**src/hdl/bpp_pkg.sv**
```systemverilog
// Package for the buzzer pattern player: item kinds, payload structs, sizes.
// No dependencies; imported by bpp_engine and buzzer_pattern_player_core.
package bpp_pkg;

    localparam int PATTERN_DEPTH = 16;
    localparam int DURATION_BITS = 16;
    localparam int SLOT_BITS     = $clog2(PATTERN_DEPTH);
    localparam int LEN_BITS      = $clog2(PATTERN_DEPTH + 1);

    typedef enum logic [1:0] {
        KIND_TICK  = 2'd0,
        KIND_WRITE = 2'd1,
        KIND_PLAY  = 2'd2
    } kind_t;

    typedef struct packed {
        logic [1:0]  kind;
        logic [3:0]  entry_index;
        logic [15:0] entry_duration;
        logic [4:0]  pattern_length;
        logic        repeat_request;
    } bpp_in_t;

    typedef struct packed {
        logic buzzer;
        logic playing;
    } bpp_out_t;

endpackage

```
**src/hdl/bpp_engine.sv**
```systemverilog
// Pattern store and playback state; one item applied per accepted transfer.
// Depends on bpp_pkg.
module bpp_engine
    import bpp_pkg::*;
(
    input  logic     clk,
    input  logic     rst_n,
    input  logic     item_en,
    input  bpp_in_t  item,
    output bpp_out_t result
);

    localparam logic [DURATION_BITS-1:0] DUR_MAX = {DURATION_BITS{1'b1}};
    localparam logic [LEN_BITS-1:0] DEPTH_LEN = LEN_BITS'(PATTERN_DEPTH);

    logic [DURATION_BITS-1:0] store_reg [PATTERN_DEPTH];

    logic [DURATION_BITS-1:0] remaining_reg, remaining_next;
    logic [LEN_BITS-1:0]      next_slot_reg, next_slot_next;
    logic [LEN_BITS-1:0]      length_reg, length_next;
    logic                     repeat_reg, repeat_next;
    logic                     buzzer_reg, buzzer_next;
    logic                     active_reg, active_next;

    logic [DURATION_BITS-1:0] first_dur;
    logic [DURATION_BITS-1:0] slot_dur;
    logic [DURATION_BITS-1:0] wr_dur;
    logic [LEN_BITS-1:0]      play_len;

    assign first_dur = store_reg[0];
    assign slot_dur  = store_reg[next_slot_reg[SLOT_BITS-1:0]];

    always_comb
    begin
        if (DURATION_BITS < 16 && (32'(item.entry_duration) > 32'(DUR_MAX)))
            wr_dur = DUR_MAX;
        else
            wr_dur = DURATION_BITS'(item.entry_duration);
        if (32'(item.pattern_length) > 32'(PATTERN_DEPTH))
            play_len = DEPTH_LEN;
        else
            play_len = LEN_BITS'(item.pattern_length);
    end

    always_ff @(posedge clk)
    begin
        if (item_en && item.kind == KIND_WRITE &&
            32'(item.entry_index) < 32'(PATTERN_DEPTH))
        begin
            store_reg[item.entry_index[SLOT_BITS-1:0]] <= wr_dur;
        end
    end

    always_comb
    begin
        remaining_next = remaining_reg;
        next_slot_next = next_slot_reg;
        length_next    = length_reg;
        repeat_next    = repeat_reg;
        buzzer_next    = buzzer_reg;
        active_next    = active_reg;
        if (item_en)
        begin
            case (item.kind)
                KIND_TICK:
                begin
                    if (active_reg)
                    begin
                        if (remaining_reg > DURATION_BITS'(1))
                            remaining_next = remaining_reg - DURATION_BITS'(1);
                        else if (next_slot_reg < length_reg)
                        begin
                            buzzer_next    = ~buzzer_reg;
                            remaining_next = slot_dur;
                            next_slot_next = next_slot_reg + LEN_BITS'(1);
                        end
                        else if (repeat_reg)
                        begin
                            buzzer_next    = 1'b1;
                            remaining_next = first_dur;
                            next_slot_next = LEN_BITS'(1);
                        end
                        else
                        begin
                            buzzer_next    = 1'b0;
                            active_next    = 1'b0;
                            remaining_next = '0;
                        end
                    end
                end
                KIND_PLAY:
                begin
                    if (play_len == '0)
                    begin
                        buzzer_next    = 1'b0;
                        active_next    = 1'b0;
                        length_next    = '0;
                        next_slot_next = '0;
                        remaining_next = '0;
                        repeat_next    = 1'b0;
                    end
                    else
                    begin
                        length_next    = play_len;
                        repeat_next    = item.repeat_request;
                        buzzer_next    = 1'b1;
                        remaining_next = first_dur;
                        next_slot_next = LEN_BITS'(1);
                        active_next    = 1'b1;
                    end
                end
                default:
                begin
                end
            endcase
        end
    end

    always_ff @(posedge clk or negedge rst_n)
    begin
        if (!rst_n)
        begin
            remaining_reg <= '0;
            next_slot_reg <= '0;
            length_reg    <= '0;
            repeat_reg    <= 1'b0;
            buzzer_reg    <= 1'b0;
            active_reg    <= 1'b0;
        end
        else
        begin
            remaining_reg <= remaining_next;
            next_slot_reg <= next_slot_next;
            length_reg    <= length_next;
            repeat_reg    <= repeat_next;
            buzzer_reg    <= buzzer_next;
            active_reg    <= active_next;
        end
    end

    assign result.buzzer  = buzzer_next;
    assign result.playing = active_next;

    a_idle_quiet: assert property (@(posedge clk) disable iff (!rst_n)
        !active_reg |-> !buzzer_reg)
        else $error("buzzer on while idle");

    a_slot_bound: assert property (@(posedge clk) disable iff (!rst_n)
        active_reg |-> (next_slot_reg != '0 && next_slot_reg <= length_reg))
        else $error("slot pointer outside active pattern");

    a_len_bound: assert property (@(posedge clk) disable iff (!rst_n)
        length_reg <= DEPTH_LEN)
        else $error("active length beyond depth");

    a_play_starts: assert property (@(posedge clk) disable iff (!rst_n)
        (item_en && item.kind == KIND_PLAY && item.pattern_length != '0)
        |=> (active_reg && buzzer_reg && next_slot_reg == LEN_BITS'(1)))
        else $error("play command did not start pattern");

endmodule

```
**src/hdl/buzzer_pattern_player_core.sv**
```systemverilog
// Top level of the buzzer pattern player: handshake and two-entry result queue.
// Depends on bpp_pkg and bpp_engine.
//
// Each input transfer (tick, entry write or play command) is applied to the
// pattern state in the cycle it is accepted and yields exactly one result,
// so the block takes one item per clock while a queue entry is free.
// Results leave through a two-entry queue; in_ready falls only while both
// entries wait on out_ready. A result reaches out_data the cycle after its
// item is accepted into an empty queue, else it waits behind older results.
// The sixteen-entry pattern store has no reset: slots must be written
// before a play command reaches them.
module buzzer_pattern_player_core
    import bpp_pkg::*;
(
    input  logic     clk,
    input  logic     rst_n,
    input  logic     in_valid,
    output logic     in_ready,
    input  bpp_in_t  in_data,
    output logic     out_valid,
    input  logic     out_ready,
    output bpp_out_t out_data
);

    bpp_out_t    fifo_reg [2];
    logic        wr_ptr_reg, wr_ptr_next;
    logic        rd_ptr_reg, rd_ptr_next;
    logic [1:0]  count_reg, count_next;
    logic        push;
    logic        pop;
    bpp_out_t    result;

    assign in_ready  = (count_reg != 2'd2);
    assign push      = in_valid && in_ready;
    assign out_valid = (count_reg != 2'd0);
    assign pop       = out_valid && out_ready;
    assign out_data  = fifo_reg[rd_ptr_reg];

    bpp_engine u_engine (
        .clk     (clk),
        .rst_n   (rst_n),
        .item_en (push),
        .item    (in_data),
        .result  (result)
    );

    always_comb
    begin
        wr_ptr_next = push ? ~wr_ptr_reg : wr_ptr_reg;
        rd_ptr_next = pop ? ~rd_ptr_reg : rd_ptr_reg;
        count_next  = count_reg + 2'(push) - 2'(pop);
    end

    always_ff @(posedge clk)
    begin
        if (push)
            fifo_reg[wr_ptr_reg] <= result;
    end

    always_ff @(posedge clk or negedge rst_n)
    begin
        if (!rst_n)
        begin
            wr_ptr_reg <= 1'b0;
            rd_ptr_reg <= 1'b0;
            count_reg  <= 2'd0;
        end
        else
        begin
            wr_ptr_reg <= wr_ptr_next;
            rd_ptr_reg <= rd_ptr_next;
            count_reg  <= count_next;
        end
    end

    a_count_bound: assert property (@(posedge clk) disable iff (!rst_n)
        count_reg != 2'd3)
        else $error("result queue count overflow");

    a_ptr_track: assert property (@(posedge clk) disable iff (!rst_n)
        (wr_ptr_reg ^ rd_ptr_reg) == count_reg[0])
        else $error("queue pointers disagree with count");

    a_push_shows: assert property (@(posedge clk) disable iff (!rst_n)
        push |=> out_valid)
        else $error("accepted item produced no result");

endmodule
```
**config.mk**
```make
export PLATFORM = sky130hd
export DESIGN_NAME = buzzer_pattern_player_core
export DESIGN_NICKNAME = d
export VERILOG_FILES = /design/src/hdl/bpp_pkg.sv /design/src/hdl/bpp_engine.sv /design/src/hdl/buzzer_pattern_player_core.sv
export SDC_FILE = /design/constraint.sdc
export NUM_CORES = 1
export LEC_CHECK = 0
export ABC_AREA = 1
export BUFFER_PORTS_ARGS = -buffer_cell sky130_fd_sc_hd__buf_2
export CORE_ASPECT_RATIO = 1.5
export CORE_UTILIZATION = 63
export DETAILED_ROUTE_END_ITERATION = 8
export HOLD_SLACK_MARGIN = 0.1
export PLACE_DENSITY = 0.8
export SKIP_CTS_REPAIR_TIMING = 1
export SYNTH_ARGS = -nofsm -noshare
export SYNTH_HDL_FRONTEND = slang
export SYNTH_HIERARCHICAL = 1
export SYNTH_SLANG_ARGS = --single-unit
```
**constraint.sdc**
```tcl
create_clock -name clk -period 2.65 [get_ports clk]
set_clock_uncertainty 0.2 [all_clocks]
set_input_delay 0.795 -clock clk [delete_from_list [all_inputs] [get_ports clk]]
set_output_delay 0.795 -clock clk [all_outputs]
set_load 0.01 [all_outputs]
```
# Word-level counts from Yosys, hierarchy flattened
# Memories as Yosys holds them, arrays and structs flattened.
# Index checks and enable logic that the tools add are counted.
# word_totals
n_memories	2
inputBits	32
out_inout_bits	4
ramBits	260
elab_cells	68
reg_bits	33
# memory_table
name	words	word_bits	rd	rd_clocked_by_memory_dff	write_ports	line_no	text
u_engine.store_reg	16	16	2	0	1	bpp_engine.sv:16	logic [DURATION_BITS-1:0] store_reg [PATTERN_DEPTH];
fifo_reg	2	2	1	0	1	buzzer_pattern_player_core.sv:25	bpp_out_t fifo_reg [2];
# classes
order_cmp	3
reduce_logical	10
n_eq_ne	6
mux	31
addsub	4
n_bitwise	3
# op_table
cell	count
2-to-1 mux 16 bit	5
case mux 16 bit (2 select lines)	1
2-to-1 mux 5 bit	6
greater-than comparator 16 x 1 -> 1 bit, second input constant	1
2-to-1 mux 1 bit	16
subtractor 16 x 1 -> 16 bit, second input constant	1
case mux 5 bit (2 select lines)	1
adder 5 x 1 -> 5 bit, second input constant	1
greater-than comparator 5 bit, second input constant	1
zero test 5 bit	1
less-than comparator 5 bit	1
AND reduction 5 bit	1
inequality test 2 bit, second input constant	2
case mux 1 bit (2 select lines)	2
nonzero test 2 bit	2
logical AND 1 bit	3
inequality test 3 x 1 -> 1 bit, second input constant	1
NOT 1 bit	3
AND reduction 3 bit	1
adder 2 x 1 -> 2 bit	1
equality test 2 x 1 -> 1 bit, second input constant	1
equality test 2 bit, second input constant	1
zero test 2 bit	1
inequality test 2 x 1 -> 1 bit, second input constant	1
other kinds (2)	2

# Longest topological paths before layout
# logic_depth
depth_word	6
mapped_depth	14
mapped_depth_nobuf	14

# By module
# Netlist, hierarchy kept.
# modules_own_cells
mod	seq_area_each_um2	area_each_um2	n_inst	cells_each
bpp_engine	8413.1	13304.0	1	1411
buzzer_pattern_player_core	220.2	390.4	1	43

# Worst setup path after synthesis
# No wires, ideal clock.
# synth_timing
path_type	input to register
start	in in_valid
end	mem u_engine.store_reg[12][0] (enable)
arrival_time_ns	2.026
setup_ns	0.388
cell_stages	6
path_buffers	0
required_time_ns	2.062
setup_slack_ns	0.035
path_cell_list	nand2_4 -> inv_1 -> nand2_1 -> nor2_1 -> nand3_1 -> nor2_1
# synth_via
elab_chain_len	4
# synth_rtl
item	line_no	text
start: declaration	buzzer_pattern_player_core.sv:17	input logic in_valid,
logical AND 1 bit	buzzer_pattern_player_core.sv:34	assign push = in_valid && in_ready;
named net push	buzzer_pattern_player_core.sv:29	logic push;
logical AND 1 bit	bpp_engine.sv:47	if (item_en && item.kind == KIND_WRITE &&
2-to-1 mux 1 bit	bpp_engine.sv:47	
2-to-1 mux 1 bit (not written as such)	bpp_engine.sv:50	store_reg[item.entry_index[SLOT_BITS-1:0]] <= wr_dur;
end: declaration	bpp_engine.sv:16	
# The timed path passes the listed nets, and every way through them passes these cells.

# Worst setup path in the final report
# layout_timing
start	reg u_engine.next_slot_reg[4]
end	reg u_engine.remaining_reg[11]
# layout_via
elab_chain_len	5
# layout_rtl
item	line_no	text
start: declaration	bpp_engine.sv:19	logic [LEN_BITS-1:0] next_slot_reg, next_slot_next;
start signal: assignment	bpp_engine.sv:133	next_slot_reg <= next_slot_next;
less-than comparator 5 bit	bpp_engine.sv:71	else if (next_slot_reg < length_reg)
2-to-1 mux 16 bit	bpp_engine.sv:71	
2-to-1 mux 16 bit	bpp_engine.sv:69	if (remaining_reg > DURATION_BITS'(1))
2-to-1 mux 16 bit	bpp_engine.sv:67	if (active_reg)
case mux 16 bit (2 select lines)	bpp_engine.sv:64	case (item.kind)
end signal: assignment	bpp_engine.sv:132	remaining_reg <= remaining_next;
end: declaration	bpp_engine.sv:18	logic [DURATION_BITS-1:0] remaining_reg, remaining_next;
# Every way passes these cells. The select of a mux whose other input is x is not followed.
# A chain may end at the register's enable or synchronous reset.

==> run summary <==
pin count of the biggest net entering global routing - 117
switching share of total power - 37.35%
Synth area leaders - edfxtp_1 (57%), nand2_1 (13%), nand3_1 (7.1%)
unrepaired setup endpoints after global routing - false
H-tree levels - 1
Antenna Cells - 0
IO Port Bufs - 35
Comb pwr share - 35.4%
vias in the first global route - 9719
Routed WL - 31000 um
grt ovf - 0
Pleak - 6.638 nW
post-synthesis cell area - 13690 um^2
crit path capture type - register
outcome - finished clean
antenna violations before repair - 0
Clock Power Share - 24.7%
Hold WC Path Type - register to register
first-pass GRT wire length - 49090 um
Total GRT Usage - 28.94%
Worst Path Max Fanout - 18
CTS tree - yes
part of the Yosys area used for sequential elements - 63.04%
Die H - 182.6 um
syn nets - 1495
asr flop ratio synth - 11.26%
multiplexer share of the synthesized area - 0%
Final Hold Fails - 0
Pwr per Cell Area - 922.6 nW/um^2
post-detail-place hpwl - 20350 um
most common cell in the synthesized netlist - nand2_1
Via density - 5.542
worst path required time - 2.91 ns
row cnt - 65
Boundary Pins - 36
area share of the largest cell type after synthesis - 57.01%
Sequential Power Share - 39.9%
post-synthesis adder-cell area fraction - 0.8223%
placed inst area - 14330 um^2
Max-Cap Viols - 0
core region area - 21150 um^2
clk slew on worst S/H paths - 0.06 ns
Post-Synth Simple-Gate Area - 24.16%
Net Switching - 5.209 mW
drt wl/cell - 17.35 um
Synth Area per Inst - 9.418 um^2
Fillers - 1524
min Tclk post-route - 2.385 ns
Synth area leader - edfxtp_1
yosys warns - 6
routed vias - 9904
Die Width - 122.4 um
crit start category - register
initial DRC count - 960
Gate Count Post-Synth - 1454
Slew Limit Fails - 0
die area - 22340 um^2
normalized max-slew margin - 61.42%
fmax - 419.4 MHz
Final setup viols - 0
final instance area - 15120 um^2
CTS root buf - clkbuf_16
main combinational cell family by area after synthesis - simple AND/OR/NAND/NOR gates
Commonest cells post-synth - nand2_1 (477), edfxtp_1 (260), inv_1 (204)
Tcrit/Tclk final - 89.98%
clk sinks - 293
XOR/XNOR Fraction of Synth Area - 0.6396%
TNS Setup - 0 ns
layout cells sized above 1 - 10.73%
Top FF cell, synth - edfxtp_1
Worst-Skew Late Latency - 0.53 ns
Int Power - 8.736 mW
Compound-Gate Fraction of Synth Area - 3.152%
GPL Wtd Cong - 0.9029
max FFs per register - 256
initial core utilization - 64.76%
CP arrival - 2.64 ns
#FFs+latches synth - 293
Clock Path Buffers - 3
drt pass-1 iters - 5
EDFF count, synth - 260
area delta synth->final - 10.38%
Synth cell types - 34
Slew @ Worst Pin - 0.5751 ns
Final #Nets - 1542
Peak supply drop - 0.0006599 V
Setup CP Type - register to register
DRC viols - 0
Num CTS Buffers - 27
Detail Route Antenna Nets - 0
## worst max-delay path: stages (launching register included)
cell,delay [ns]
dfrtp_1,0.38
ha_1,0.31
a21oi_1,0.26
nand3_4,0.16
inv_2,0.29
buf_4,0.23
nor2_1,0.05
nor2_2,0.09
nand2_1,0.08
nand2_1,0.07
nand2_1,0.06
a21oi_2,0.13
## per-stage QoR
stage	setup WS, ns	utilization, %	hold WS (ns)	power [mW]	std cells
after floorplan	0.03532	-	0.2534	9.205	1454
after global placement	0.2390	67.76	0.2650	10.34	1739
after detailed placement	0.1790	67.76	0.2772	10.49	1739
after CTS	0.2909	71.44	-0.06033	13.92	1786
after global routing	0.08715	71.49	0.3061	14.77	1787
final	0.2654	71.49	0.2943	13.95	1787
## power groups by stage
stage | sequential (mW) | combinational [mW] | clock [mW]
after global routing | 5.60 | 5.50 | 3.66
after detailed placement | 5.66 | 4.84 | 0
after CTS | 5.56 | 4.88 | 3.48
after global placement | 5.64 | 4.69 | 0
final | 5.56 | 4.93 | 3.45
after floorplan | 5.57 | 3.63 | 0
## layout by cell type (no fill, tap or decap), types with 2 or more instances in the layout
cell / netlist / routed
edfxtp_1: 260 / 260
buf_4: 5 / 37
o21ai_0: 45 / 45
dfrtp_1: 33 / 31
buf_12: 0 / 8
clkbuf_1: 15 / 6
a21oi_2: 11 / 11
o21ai_1: 3 / 3
xor2_1: 9 / 9
buf_2: 33 / 35
inv_2: 7 / 7
clkinv_1: 1 / 6
o21ai_2: 2 / 2
ha_1: 9 / 9
clkinv_4: 0 / 2
nand2_2: 7 / 7
clkbuf_16: 0 / 27
nor3_1: 4 / 4
nor2_1: 91 / 91
a21oi_1: 10 / 10
nand2_1: 477 / 477
nand2_4: 2 / 2
nor2_2: 12 / 12
clkinvlp_4: 0 / 3
nand3_1: 193 / 193
clkinv_2: 0 / 4
inv_1: 204 / 204
o22ai_1: 2 / 2
## layer usage
layer	vias up	GRT usage [%]	routed length (um)
met5	-	0	0
met4	0	12.39	1179
met3	82	2.844	2224
met2	423	50.58	15990
met1	4632	36.25	11600
li1	4767	-	-
## path summary, 6_finish.rpt
check | cells after the start | start | end | slack (ns)
worst min-delay path | 2 | wr_ptr_reg$_DFFE_PN0N_ | wr_ptr_reg$_DFFE_PN0N_ | 0.29
max in group asynchronous | 3 | rst_n | u_engine/remaining_reg[11]$_DFFE_PN0P_ | 1.17
worst min register to register | 2 | wr_ptr_reg$_DFFE_PN0N_ | wr_ptr_reg$_DFFE_PN0N_ | 0.29
worst max-delay path | 11 | u_engine/next_slot_reg[4]$_DFFE_PN0P_ | u_engine/remaining_reg[11]$_DFFE_PN0P_ | 0.27
min in group asynchronous | 2 | rst_n | u_engine/repeat_reg$_DFFE_PN0P_ | 0.48
worst max register to register | 11 | u_engine/next_slot_reg[4]$_DFFE_PN0P_ | u_engine/remaining_reg[11]$_DFFE_PN0P_ | 0.27
## final cells by class
class                   count  area, um^2  share of cell area [%]
multi-input cells         885        3940                   26.07
inverters                 213       802.0                   5.306
repair buffers             81       623.1                   4.122
clock buffers              33       698.2                   4.619
flip-flops and latches    293        8638                   57.15
well taps                 268       335.3                   2.218
clock inverters            14       78.83                  0.5215
## kinds of logic (layout without fill, tap and decap cells)
family,Yosys count,after routing
simple gates,791,791
flops,293,293
buf+inv,276,341
compound gates,75,75
xor+xnor,10,10
fa+ha+maj,9,9
Power figures use the tool's default switching activity.
